`src/hw/rtl/arpc_pkg.sv`:
```
// arpc_pkg: shared sizes, operation codes and payload types for the ARP cache table.
// Depends on nothing; every other file in hw/rtl depends on it.
package arpc_pkg;

   localparam int ENTRIES = 16;
   localparam int IDX_W   = (ENTRIES > 1) ? $clog2(ENTRIES) : 1;
   localparam int IP_W    = 32;
   localparam int MAC_W   = 48;
   localparam int PORT_W  = 8;

   // Operation codes; any other code is handled as a lookup.
   localparam logic [1:0] MODE_ADD    = 2'd1;
   localparam logic [1:0] MODE_DELETE = 2'd2;

   typedef struct packed {
      logic [1:0]        mode;
      logic [IP_W-1:0]   ip_key;
      logic [MAC_W-1:0]  mac_in;
      logic [PORT_W-1:0] port_in;
   } req_type;

   typedef struct packed {
      logic              hit;
      logic [MAC_W-1:0]  mac_out;
      logic [PORT_W-1:0] port_out;
      logic              changed;
      logic              full_res;
   } rsp_type;

   typedef logic [ENTRIES-1:0][IP_W-1:0] ip_table_type;

   // Result of the parallel key compare and free-slot search.
   typedef struct packed {
      logic             hit;
      logic [IDX_W-1:0] hit_idx;
      logic             free;
      logic [IDX_W-1:0] free_idx;
   } match_type;

   // One word of the entry data memory.
   typedef struct packed {
      logic [MAC_W-1:0]  mac;
      logic [PORT_W-1:0] port;
   } entry_type;

endpackage

```
`src/hw/rtl/arpc_chan_if.sv`:
```
// arpc_req_if / arpc_rsp_if: valid/ready channels carrying requests and responses.
// Depends on arpc_pkg for the payload types.
interface arpc_req_if;
   logic              valid;
   logic              ready;
   arpc_pkg::req_type payload;

   modport source (output valid, output payload, input ready);
   modport sink   (input valid, input payload, output ready);
endinterface

interface arpc_rsp_if;
   logic              valid;
   logic              ready;
   arpc_pkg::rsp_type payload;

   modport source (output valid, output payload, input ready);
   modport sink   (input valid, input payload, output ready);
endinterface

```
`src/hw/rtl/arpc_match.sv`:
```
// arpc_match: parallel key compare over all slots plus lowest-free-slot search.
// Depends on arpc_pkg.
module arpc_match (
   input  arpc_pkg::ip_table_type            ip_tab_i,
   input  logic [arpc_pkg::ENTRIES-1:0]      valid_i,
   input  logic [arpc_pkg::IP_W-1:0]         key_i,
   output arpc_pkg::match_type               match_o
);
   import arpc_pkg::*;

   // Walk from the top down so the lowest-numbered slot wins.
   always_comb begin
      match_o = '0;
      for (int i = ENTRIES - 1; i >= 0; i--) begin
         if (valid_i[i] && (ip_tab_i[i] == key_i)) begin
            match_o.hit     = 1'b1;
            match_o.hit_idx = IDX_W'(i);
         end
         if (!valid_i[i]) begin
            match_o.free     = 1'b1;
            match_o.free_idx = IDX_W'(i);
         end
      end
   end

endmodule

```
`src/hw/rtl/arp_cache_table_unit.sv`:
```
// arp_cache_table_unit: ARP cache of ENTRIES slots keyed on IPv4 address.
// Depends on arpc_pkg, arpc_req_if / arpc_rsp_if and arpc_match.
//
// Usage:
//  - req_chan carries one request: mode (lookup, add/replace, delete), key,
//    and the MAC / interface index to store on add. Mode 3 acts as lookup.
//  - rsp_chan returns exactly one response per request: hit plus the stored
//    MAC / port as they were before the update (zero on miss), changed, and
//    full_res when an add of a new key finds no free slot.
//  - Timing: a request is taken in IDLE, keys are compared in parallel in
//    CMP while the entry data memory is read, and the response is formed
//    and the table written in RD; rsp valid comes from the output register
//    loaded when RD completes. A new request is taken only after the last
//    one leaves RD, since the entry data memory is read in CMP and written
//    back in RD; only one request is in flight, so a read never meets a
//    pending write to the same slot.
//  - The response sits in an output register; the next request is accepted
//    while it waits. If rsp_ready stays low, the following request holds
//    in RD until the register frees up, so nothing is dropped.
//  - Reset (synchronous) clears all valid bits and the channel state at
//    once; no clearing pass. Keys and entry data are undefined until written.
module arp_cache_table_unit (
   input  logic       clock,
   input  logic       reset,
   arpc_req_if.sink   req_chan,
   arpc_rsp_if.source rsp_chan
);
   import arpc_pkg::*;

   typedef enum logic [1:0] {S_IDLE, S_CMP, S_RD} state_type;

   state_type            state_ff, state_in;
   req_type              op_ff;
   match_type            match;
   match_type            mt_ff;
   ip_table_type         ip_tab_ff;
   logic [ENTRIES-1:0]   valid_ff, valid_in;
   entry_type            mem [ENTRIES];
   entry_type            rd_data_ff;
   rsp_type              rsp_ff, rsp_in;
   logic                 rsp_valid_ff, rsp_valid_in;
   logic                 req_ready;
   logic                 done;
   logic                 same_data;
   logic                 wr_en;
   logic                 ins_key;
   logic [IDX_W-1:0]     wr_idx;

   assign req_ready      = (state_ff == S_IDLE);
   assign req_chan.ready = req_ready;
   assign rsp_chan.valid   = rsp_valid_ff;
   assign rsp_chan.payload = rsp_ff;

   // Keys live in flops so all slots compare at once.
   arpc_match u_match (
      .ip_tab_i (ip_tab_ff),
      .valid_i  (valid_ff),
      .key_i    (op_ff.ip_key),
      .match_o  (match)
   );

   // RD completes only when the output register can take the response.
   assign done      = (state_ff == S_RD) && (!rsp_valid_ff || rsp_chan.ready);
   assign same_data = (rd_data_ff.mac == op_ff.mac_in) && (rd_data_ff.port == op_ff.port_in);

   always_comb begin
      state_in     = state_ff;
      rsp_valid_in = rsp_valid_ff && !rsp_chan.ready;
      rsp_in       = rsp_ff;
      valid_in     = valid_ff;
      wr_en        = 1'b0;
      ins_key      = 1'b0;
      wr_idx       = mt_ff.hit_idx;
      case (state_ff)
         S_IDLE: begin
            if (req_chan.valid) begin
               state_in = S_CMP;
            end
         end
         S_CMP: begin
            state_in = S_RD;
         end
         S_RD: begin
            if (done) begin
               state_in         = S_IDLE;
               rsp_valid_in     = 1'b1;
               rsp_in.hit       = mt_ff.hit;
               rsp_in.mac_out   = mt_ff.hit ? rd_data_ff.mac : '0;
               rsp_in.port_out  = mt_ff.hit ? rd_data_ff.port : '0;
               rsp_in.changed   = 1'b0;
               rsp_in.full_res  = 1'b0;
               case (op_ff.mode)
                  MODE_ADD: begin
                     if (mt_ff.hit) begin
                        // existing key: rewrite only if data differs
                        if (!same_data) begin
                           wr_en          = 1'b1;
                           rsp_in.changed = 1'b1;
                        end
                     end else if (mt_ff.free) begin
                        wr_en                    = 1'b1;
                        ins_key                  = 1'b1;
                        wr_idx                   = mt_ff.free_idx;
                        valid_in[mt_ff.free_idx] = 1'b1;
                        rsp_in.changed           = 1'b1;
                     end else begin
                        rsp_in.full_res = 1'b1;
                     end
                  end
                  MODE_DELETE: begin
                     if (mt_ff.hit) begin
                        valid_in[mt_ff.hit_idx] = 1'b0;
                        rsp_in.changed          = 1'b1;
                     end
                  end
                  default: begin
                     // lookup: no table update
                  end
               endcase
            end
         end
         default: begin
            state_in = S_IDLE;
         end
      endcase
   end

   // Control state and registered response.
   always_ff @(posedge clock) begin
      rsp_ff <= rsp_in;
      if (reset) begin
         state_ff     <= S_IDLE;
         rsp_valid_ff <= 1'b0;
         valid_ff     <= '0;
      end else begin
         state_ff     <= state_in;
         rsp_valid_ff <= rsp_valid_in;
         valid_ff     <= valid_in;
      end
   end

   // Request capture, compare result and key table.
   always_ff @(posedge clock) begin
      if (req_chan.valid && req_ready) begin
         op_ff <= req_chan.payload;
      end
      if (state_ff == S_CMP) begin
         mt_ff <= match;
      end
      if (ins_key) begin
         ip_tab_ff[wr_idx] <= op_ff.ip_key;
      end
   end

   // Entry data memory: read in CMP at the matched slot, written in RD.
   always_ff @(posedge clock) begin
      if (state_ff == S_CMP) begin
         rd_data_ff <= mem[match.hit_idx];
      end
      if (wr_en) begin
         mem[wr_idx] <= '{mac: op_ff.mac_in, port: op_ff.port_in};
      end
   end

`ifndef SYNTH
   a_full_only_on_miss: assert property (@(posedge clock) disable iff (reset)
      (rsp_valid_ff && rsp_ff.full_res) |-> (!rsp_ff.hit && !rsp_ff.changed))
      else $error("full_res reported together with hit or changed");

   a_miss_zero_data: assert property (@(posedge clock) disable iff (reset)
      (rsp_valid_ff && !rsp_ff.hit) |-> ((rsp_ff.mac_out == '0) && (rsp_ff.port_out == '0)))
      else $error("miss response carries nonzero data");

   a_insert_grows: assert property (@(posedge clock) disable iff (reset)
      (done && ins_key) |=> ($countones(valid_ff) == $past($countones(valid_ff)) + 1))
      else $error("insert did not add exactly one valid slot");

   a_delete_shrinks: assert property (@(posedge clock) disable iff (reset)
      (done && (op_ff.mode == MODE_DELETE) && mt_ff.hit)
      |=> ($countones(valid_ff) + 1 == $past($countones(valid_ff))))
      else $error("delete did not remove exactly one valid slot");

   a_no_mem_write_outside_rd: assert property (@(posedge clock) disable iff (reset)
      wr_en |-> done)
      else $error("entry memory written outside response completion");
`endif

endmodule

```
`src/flat_wrapper.sv`:
```
// flat-port wrapper written by rule: the top's interface ports become plain ports
module arp_cache_table_unit_flat import arpc_pkg::*;
  (clock, reset, req_chan_valid, req_chan_payload, req_chan_ready, rsp_chan_valid, rsp_chan_payload, rsp_chan_ready);
  arpc_req_if req_chan_i ();
  arpc_rsp_if rsp_chan_i ();
  input  logic clock;
  input  logic reset;
  input wire logic [$bits(req_chan_i.valid)-1:0] req_chan_valid;
  input wire logic [$bits(req_chan_i.payload)-1:0] req_chan_payload;
  output wire logic [$bits(req_chan_i.ready)-1:0] req_chan_ready;
  output wire logic [$bits(rsp_chan_i.valid)-1:0] rsp_chan_valid;
  output wire logic [$bits(rsp_chan_i.payload)-1:0] rsp_chan_payload;
  input wire logic [$bits(rsp_chan_i.ready)-1:0] rsp_chan_ready;
  assign req_chan_i.valid = req_chan_valid;
  assign req_chan_i.payload = req_chan_payload;
  assign req_chan_ready = req_chan_i.ready;
  assign rsp_chan_valid = rsp_chan_i.valid;
  assign rsp_chan_payload = rsp_chan_i.payload;
  assign rsp_chan_i.ready = rsp_chan_ready;
  arp_cache_table_unit u_core (.clock(clock), .reset(reset), .req_chan(req_chan_i), .rsp_chan(rsp_chan_i));
endmodule
```
`config.mk`:
```
export PLATFORM = sky130hd
export DESIGN_NAME = arp_cache_table_unit_flat
export DESIGN_NICKNAME = d
export VERILOG_FILES = /design/src/hw/rtl/arpc_pkg.sv /design/src/hw/rtl/arpc_chan_if.sv /design/src/hw/rtl/arpc_match.sv /design/src/hw/rtl/arp_cache_table_unit.sv /design/src/flat_wrapper.sv
export SDC_FILE = /design/constraint.sdc
export NUM_CORES = 2
export LEC_CHECK = 0
export BUFFER_PORTS_ARGS = -buffer_cell sky130_fd_sc_hd__buf_2
export CORE_AREA = 2 2 406 408
export DETAILED_ROUTE_END_ITERATION = 6
export DIE_AREA = 0 0 408 410
export MAX_ROUTING_LAYER = met4
export PLACE_DENSITY = 0.57
export SKIP_CTS_REPAIR_TIMING = 1
export SLEW_MARGIN = 30
export SYNTH_ARGS = -nofsm -noshare
export SYNTH_HDL_FRONTEND = slang
export SYNTH_SLANG_ARGS = --single-unit
```
`constraint.sdc`:
```
create_clock -name clock -period 7.8 [get_ports clock]
set_input_delay 0.39 -clock clock [delete_from_list [all_inputs] [get_ports clock]]
set_output_delay 0.39 -clock clock [all_outputs]
set_load 0.005 [all_outputs]
```
==> metrics.md <==
| Metric | Value |
|---|---|
| Hold Slack | 51.7 ps |
| Pwr Density | 240 nW/µm² |
| CORE AREA | 163000 µm² |
| Synth unique cells | 73 |
| Seq cells post-synth | 1642 |
| Slowest cell delay on critical path | 850 ps |
| Met3 WL post-DR | 11.9 mm |
| CP top delay family | simple AND/OR/NAND/NOR gates |
| IO buf count | 154 |
| Buf/Inv on CP | 2 |
| Hold Vio Cnt, Final | 0 |
| Worst Setup End Kind | register |
| WL/cell | 27.1 µm |
| DR DRC count | 0 |
| Die width | 408 µm |
| DR top layer | met4 |
| Finish-stage setup viols | 0 |
| Rows | 149 |
| Leakage | 25.1 nW |
| Drt first pass iters | 5 |
| Clock net sink count | 1642 |
| Crit start category | register |
| Cell chain of the critical path | buf_4 > xor2_1 > nor4_1 > nand4_1 > or3b_2 > nand4_1 > o221ai_4 > a21oi_4 > buf_4 > mux2_2 > nand2_1 > o21ai_0 > a211oi_1 > o21ai_1 |
| R2r worst-path depth | 14 |
| Vias | 36800 |
| Metal-1 WL | 76.8 mm |
| Gr ovfl total | 0 |
| Slowest-stage cell, CP | edfxtp_1 |
| Final Wtd Congestion | 0.869 |
| CP Max Fanout | 48 |
| Area growth syn-to-layout | 15.6% |
| Slew Limit Fails | 0 |
| Initial antenna violation count | 7 |
| IO Pins | 155 |
| R2R Path Start | u_core.op_ff[58]$_DFFE_PP_ |
| Share of layout cells above drive strength 1 | 15.6% |
| Initial Util | 40.6% |
| Synth Warn # | 0 |
| Min Clock Period, post-route | 5760 ps |
| Via density | 5.49 |
| Kind of critical path | reg -> reg |
| Global-route wire length before repair | 257 mm |
| HPWL after DPL | 106 mm |
| Largest net degree at the start of global routing | 115 |
| Htree depth | 4 |
| TritonCTS clock tree | yes |
| Number of synthesized flops with an enable pin | 1623 |
| Vias in the first global route | 35900 |
| Final ANT Viol Nets | 0 |
| Clock Tree Root | clkbuf_16 |
| Die area | 167000 µm² |
| Syn Inst Count | 3999 |
| Unrepaired setup endpoints after global routing | false |
| Accumulated negative setup slack | 0 ps |
| Synthesized area | 66400 µm² |
| Status | finished clean |
| Final period util | 73.9% |
| Critical Path AT | 6290 ps |
| Avg Inst Size Synth | 16.6 µm² |
| Peak supply drop | 0.232 mV |
| Synth area leaders | edfxtp_1, xor2_1, mux2i_1, xnor2_1, mux2_2 |
| Hold Path Stages | 2 |
| Syn_nets | 4095 |
| Max Cap Viol | 0 |
| Synth top area share | 73.4% |
| Flop-to-flop setup slack | 2040 ps |
| HP Start | reset |
| Slew headroom | 31.1% |
| Clock Tree Buf Depth | 3 |
| Filler cell count | 14000 |
| Met2 wire length | 87.7 mm |
| Worst-Skew Late Latency | 820 ps |
| Slew at the pin closest to its max-slew limit | 1020 ps |
| Main flop type after synthesis | edfxtp_1 |
| Cell taking the most area after synthesis | edfxtp_1 |
| Routed wire length | 181 mm |
| WP data required | 8330 ps |
| Peak Freq | 174 MHz |
| Asr flop ratio synth | 0% |
| Post-Route Skew | 36.1 ps |
| FF-to-FF End | u_core.rd_data_ff[10]$_DFFE_PN_ |
| Final nets | 4467 |
| Gr usage total | 21.9% |
| CTS clk-pin slew, worst paths | 60 ps |
| Worst min-delay path class | in -> reg |
| Sequential share of the synthesized area | 74.0% |
| Height of the die | 410 µm |
| Hold Path End | u_core.valid_ff[1]$_SDFFE_PP0P_ |
| Cts bufs inserted | 174 |
| Iter 0 DRT Violations | 3656 |
per-layer routing:
metal	GRT usage (%)	up-vias
li1	-	16300
met1	28.6	18800
met2	35.2	1357
met3	3.79	287
met4	6.63	0
met5	-	-
metrics by stage:
stage                     instances  area (µm²)  setup WS, ps  power, W  util (%)
after floorplan                3999       66400          1930    0.0103         -
after global placement         6287       70300          2070    0.0107      43.0
after detailed placement       6293       70400          2020    0.0107      43.1
after CTS                      6607       75800          2010    0.0185      46.4
after global routing           6699       76700          1730    0.0190      46.9
final                          6700       76800          2040    0.0184      46.9
sequential cells by signal, indices dropped and copies added (netlist names):
register	count
u_core.rsp_chan.payload	59
u_core.mem	896
u_core.state_ff	2
u_core.op_ff	90
u_core.valid_ff	16
u_core.mt_ff	10
u_core.rsp_chan.valid	1
u_core.rd_data_ff	56
u_core.ip_tab_ff	512
worst max-delay path by stage:
stage / startpoint / end / slack (ps) / cells past startpoint
2_1_floorplan: u_core.state_ff[1]$_SDFFE_PP0P_ / u_core.mem[0][0]$_DFFE_PP_ / 1930 / 10
3_3_place_gp: u_core.op_ff[76]$_DFFE_PP_ / u_core.rd_data_ff[4]$_DFFE_PN_ / 2070 / 14
3_5_place_dp: u_core.op_ff[76]$_DFFE_PP_ / u_core.rd_data_ff[38]$_DFFE_PN_ / 2020 / 15
4_1_cts: u_core.op_ff[76]$_DFFE_PP_ / u_core.rd_data_ff[38]$_DFFE_PN_ / 2010 / 15
5_1_grt: u_core.op_ff[58]$_DFFE_PP_ / u_core.rd_data_ff[0]$_DFFE_PN_ / 1730 / 14
6_report: u_core.op_ff[58]$_DFFE_PP_ / u_core.rd_data_ff[10]$_DFFE_PN_ / 2040 / 14
power by group:
group / internal, W / switching (W) / leakage (nW)
Sequential: 0.00978 / 0.000150 / 14.8
Clock: 0.00447 / 0.00343 / 2.65
Combinational: 0.000204 / 0.000398 / 7.58
Total: 0.0145 / 0.00398 / 25.1
layout by cell type (no fill, tap or decap), types with 98 or more instances in the layout:
cell,instances
buf_2,154
xor2_1,385
edfxtp_1,1623
xnor2_1,174
mux2i_1,281
clkbuf_16,178
nand2_1,135
buf_4,121
nor2_1,98
o21ai_0,127
mux2_2,103
nor4_1,163
synthesized netlist by cell type (40+ instances only):
cell	n
a221o_1	57
nand2_1	136
edfxtp_1	1623
o21ai_1	57
a211oi_1	65
o21ai_0	128
nor4_1	163
mux2i_1	282
and2_1	64
xnor2_1	174
clkbuf_1	63
mux2_2	103
nand4_1	96
nor3_1	40
a221oi_1	56
nor2_1	127
xor2_1	385
buf_2	90
cells by family after synthesis:
group / Yosys count / synth area share, %
AO/OA/AOI/OAI: 419 / 4.32
XOR/XNOR: 564 / 7.49
adder cells (fa/ha/maj): 2 / 0.0377
buffers and inverters: 202 / 1.61
flip-flops: 1642 / 74.0
multiplexers: 394 / 6.15
AND/OR/NAND/NOR: 776 / 6.43
layout make-up:
cell class	instances	area [µm²]	area share [%]
sequential	1642	49100	64.0
multi-input combinational	2155	16500	21.5
clock buffer	221	4640	6.04
timing repair buffer	382	2930	3.82
tap	2189	2740	3.57
clock inverter	93	753	0.981
inverter	16	61.3	0.0799
antenna	2	5.00	0.00652
(Power assumes the default switching activity.)
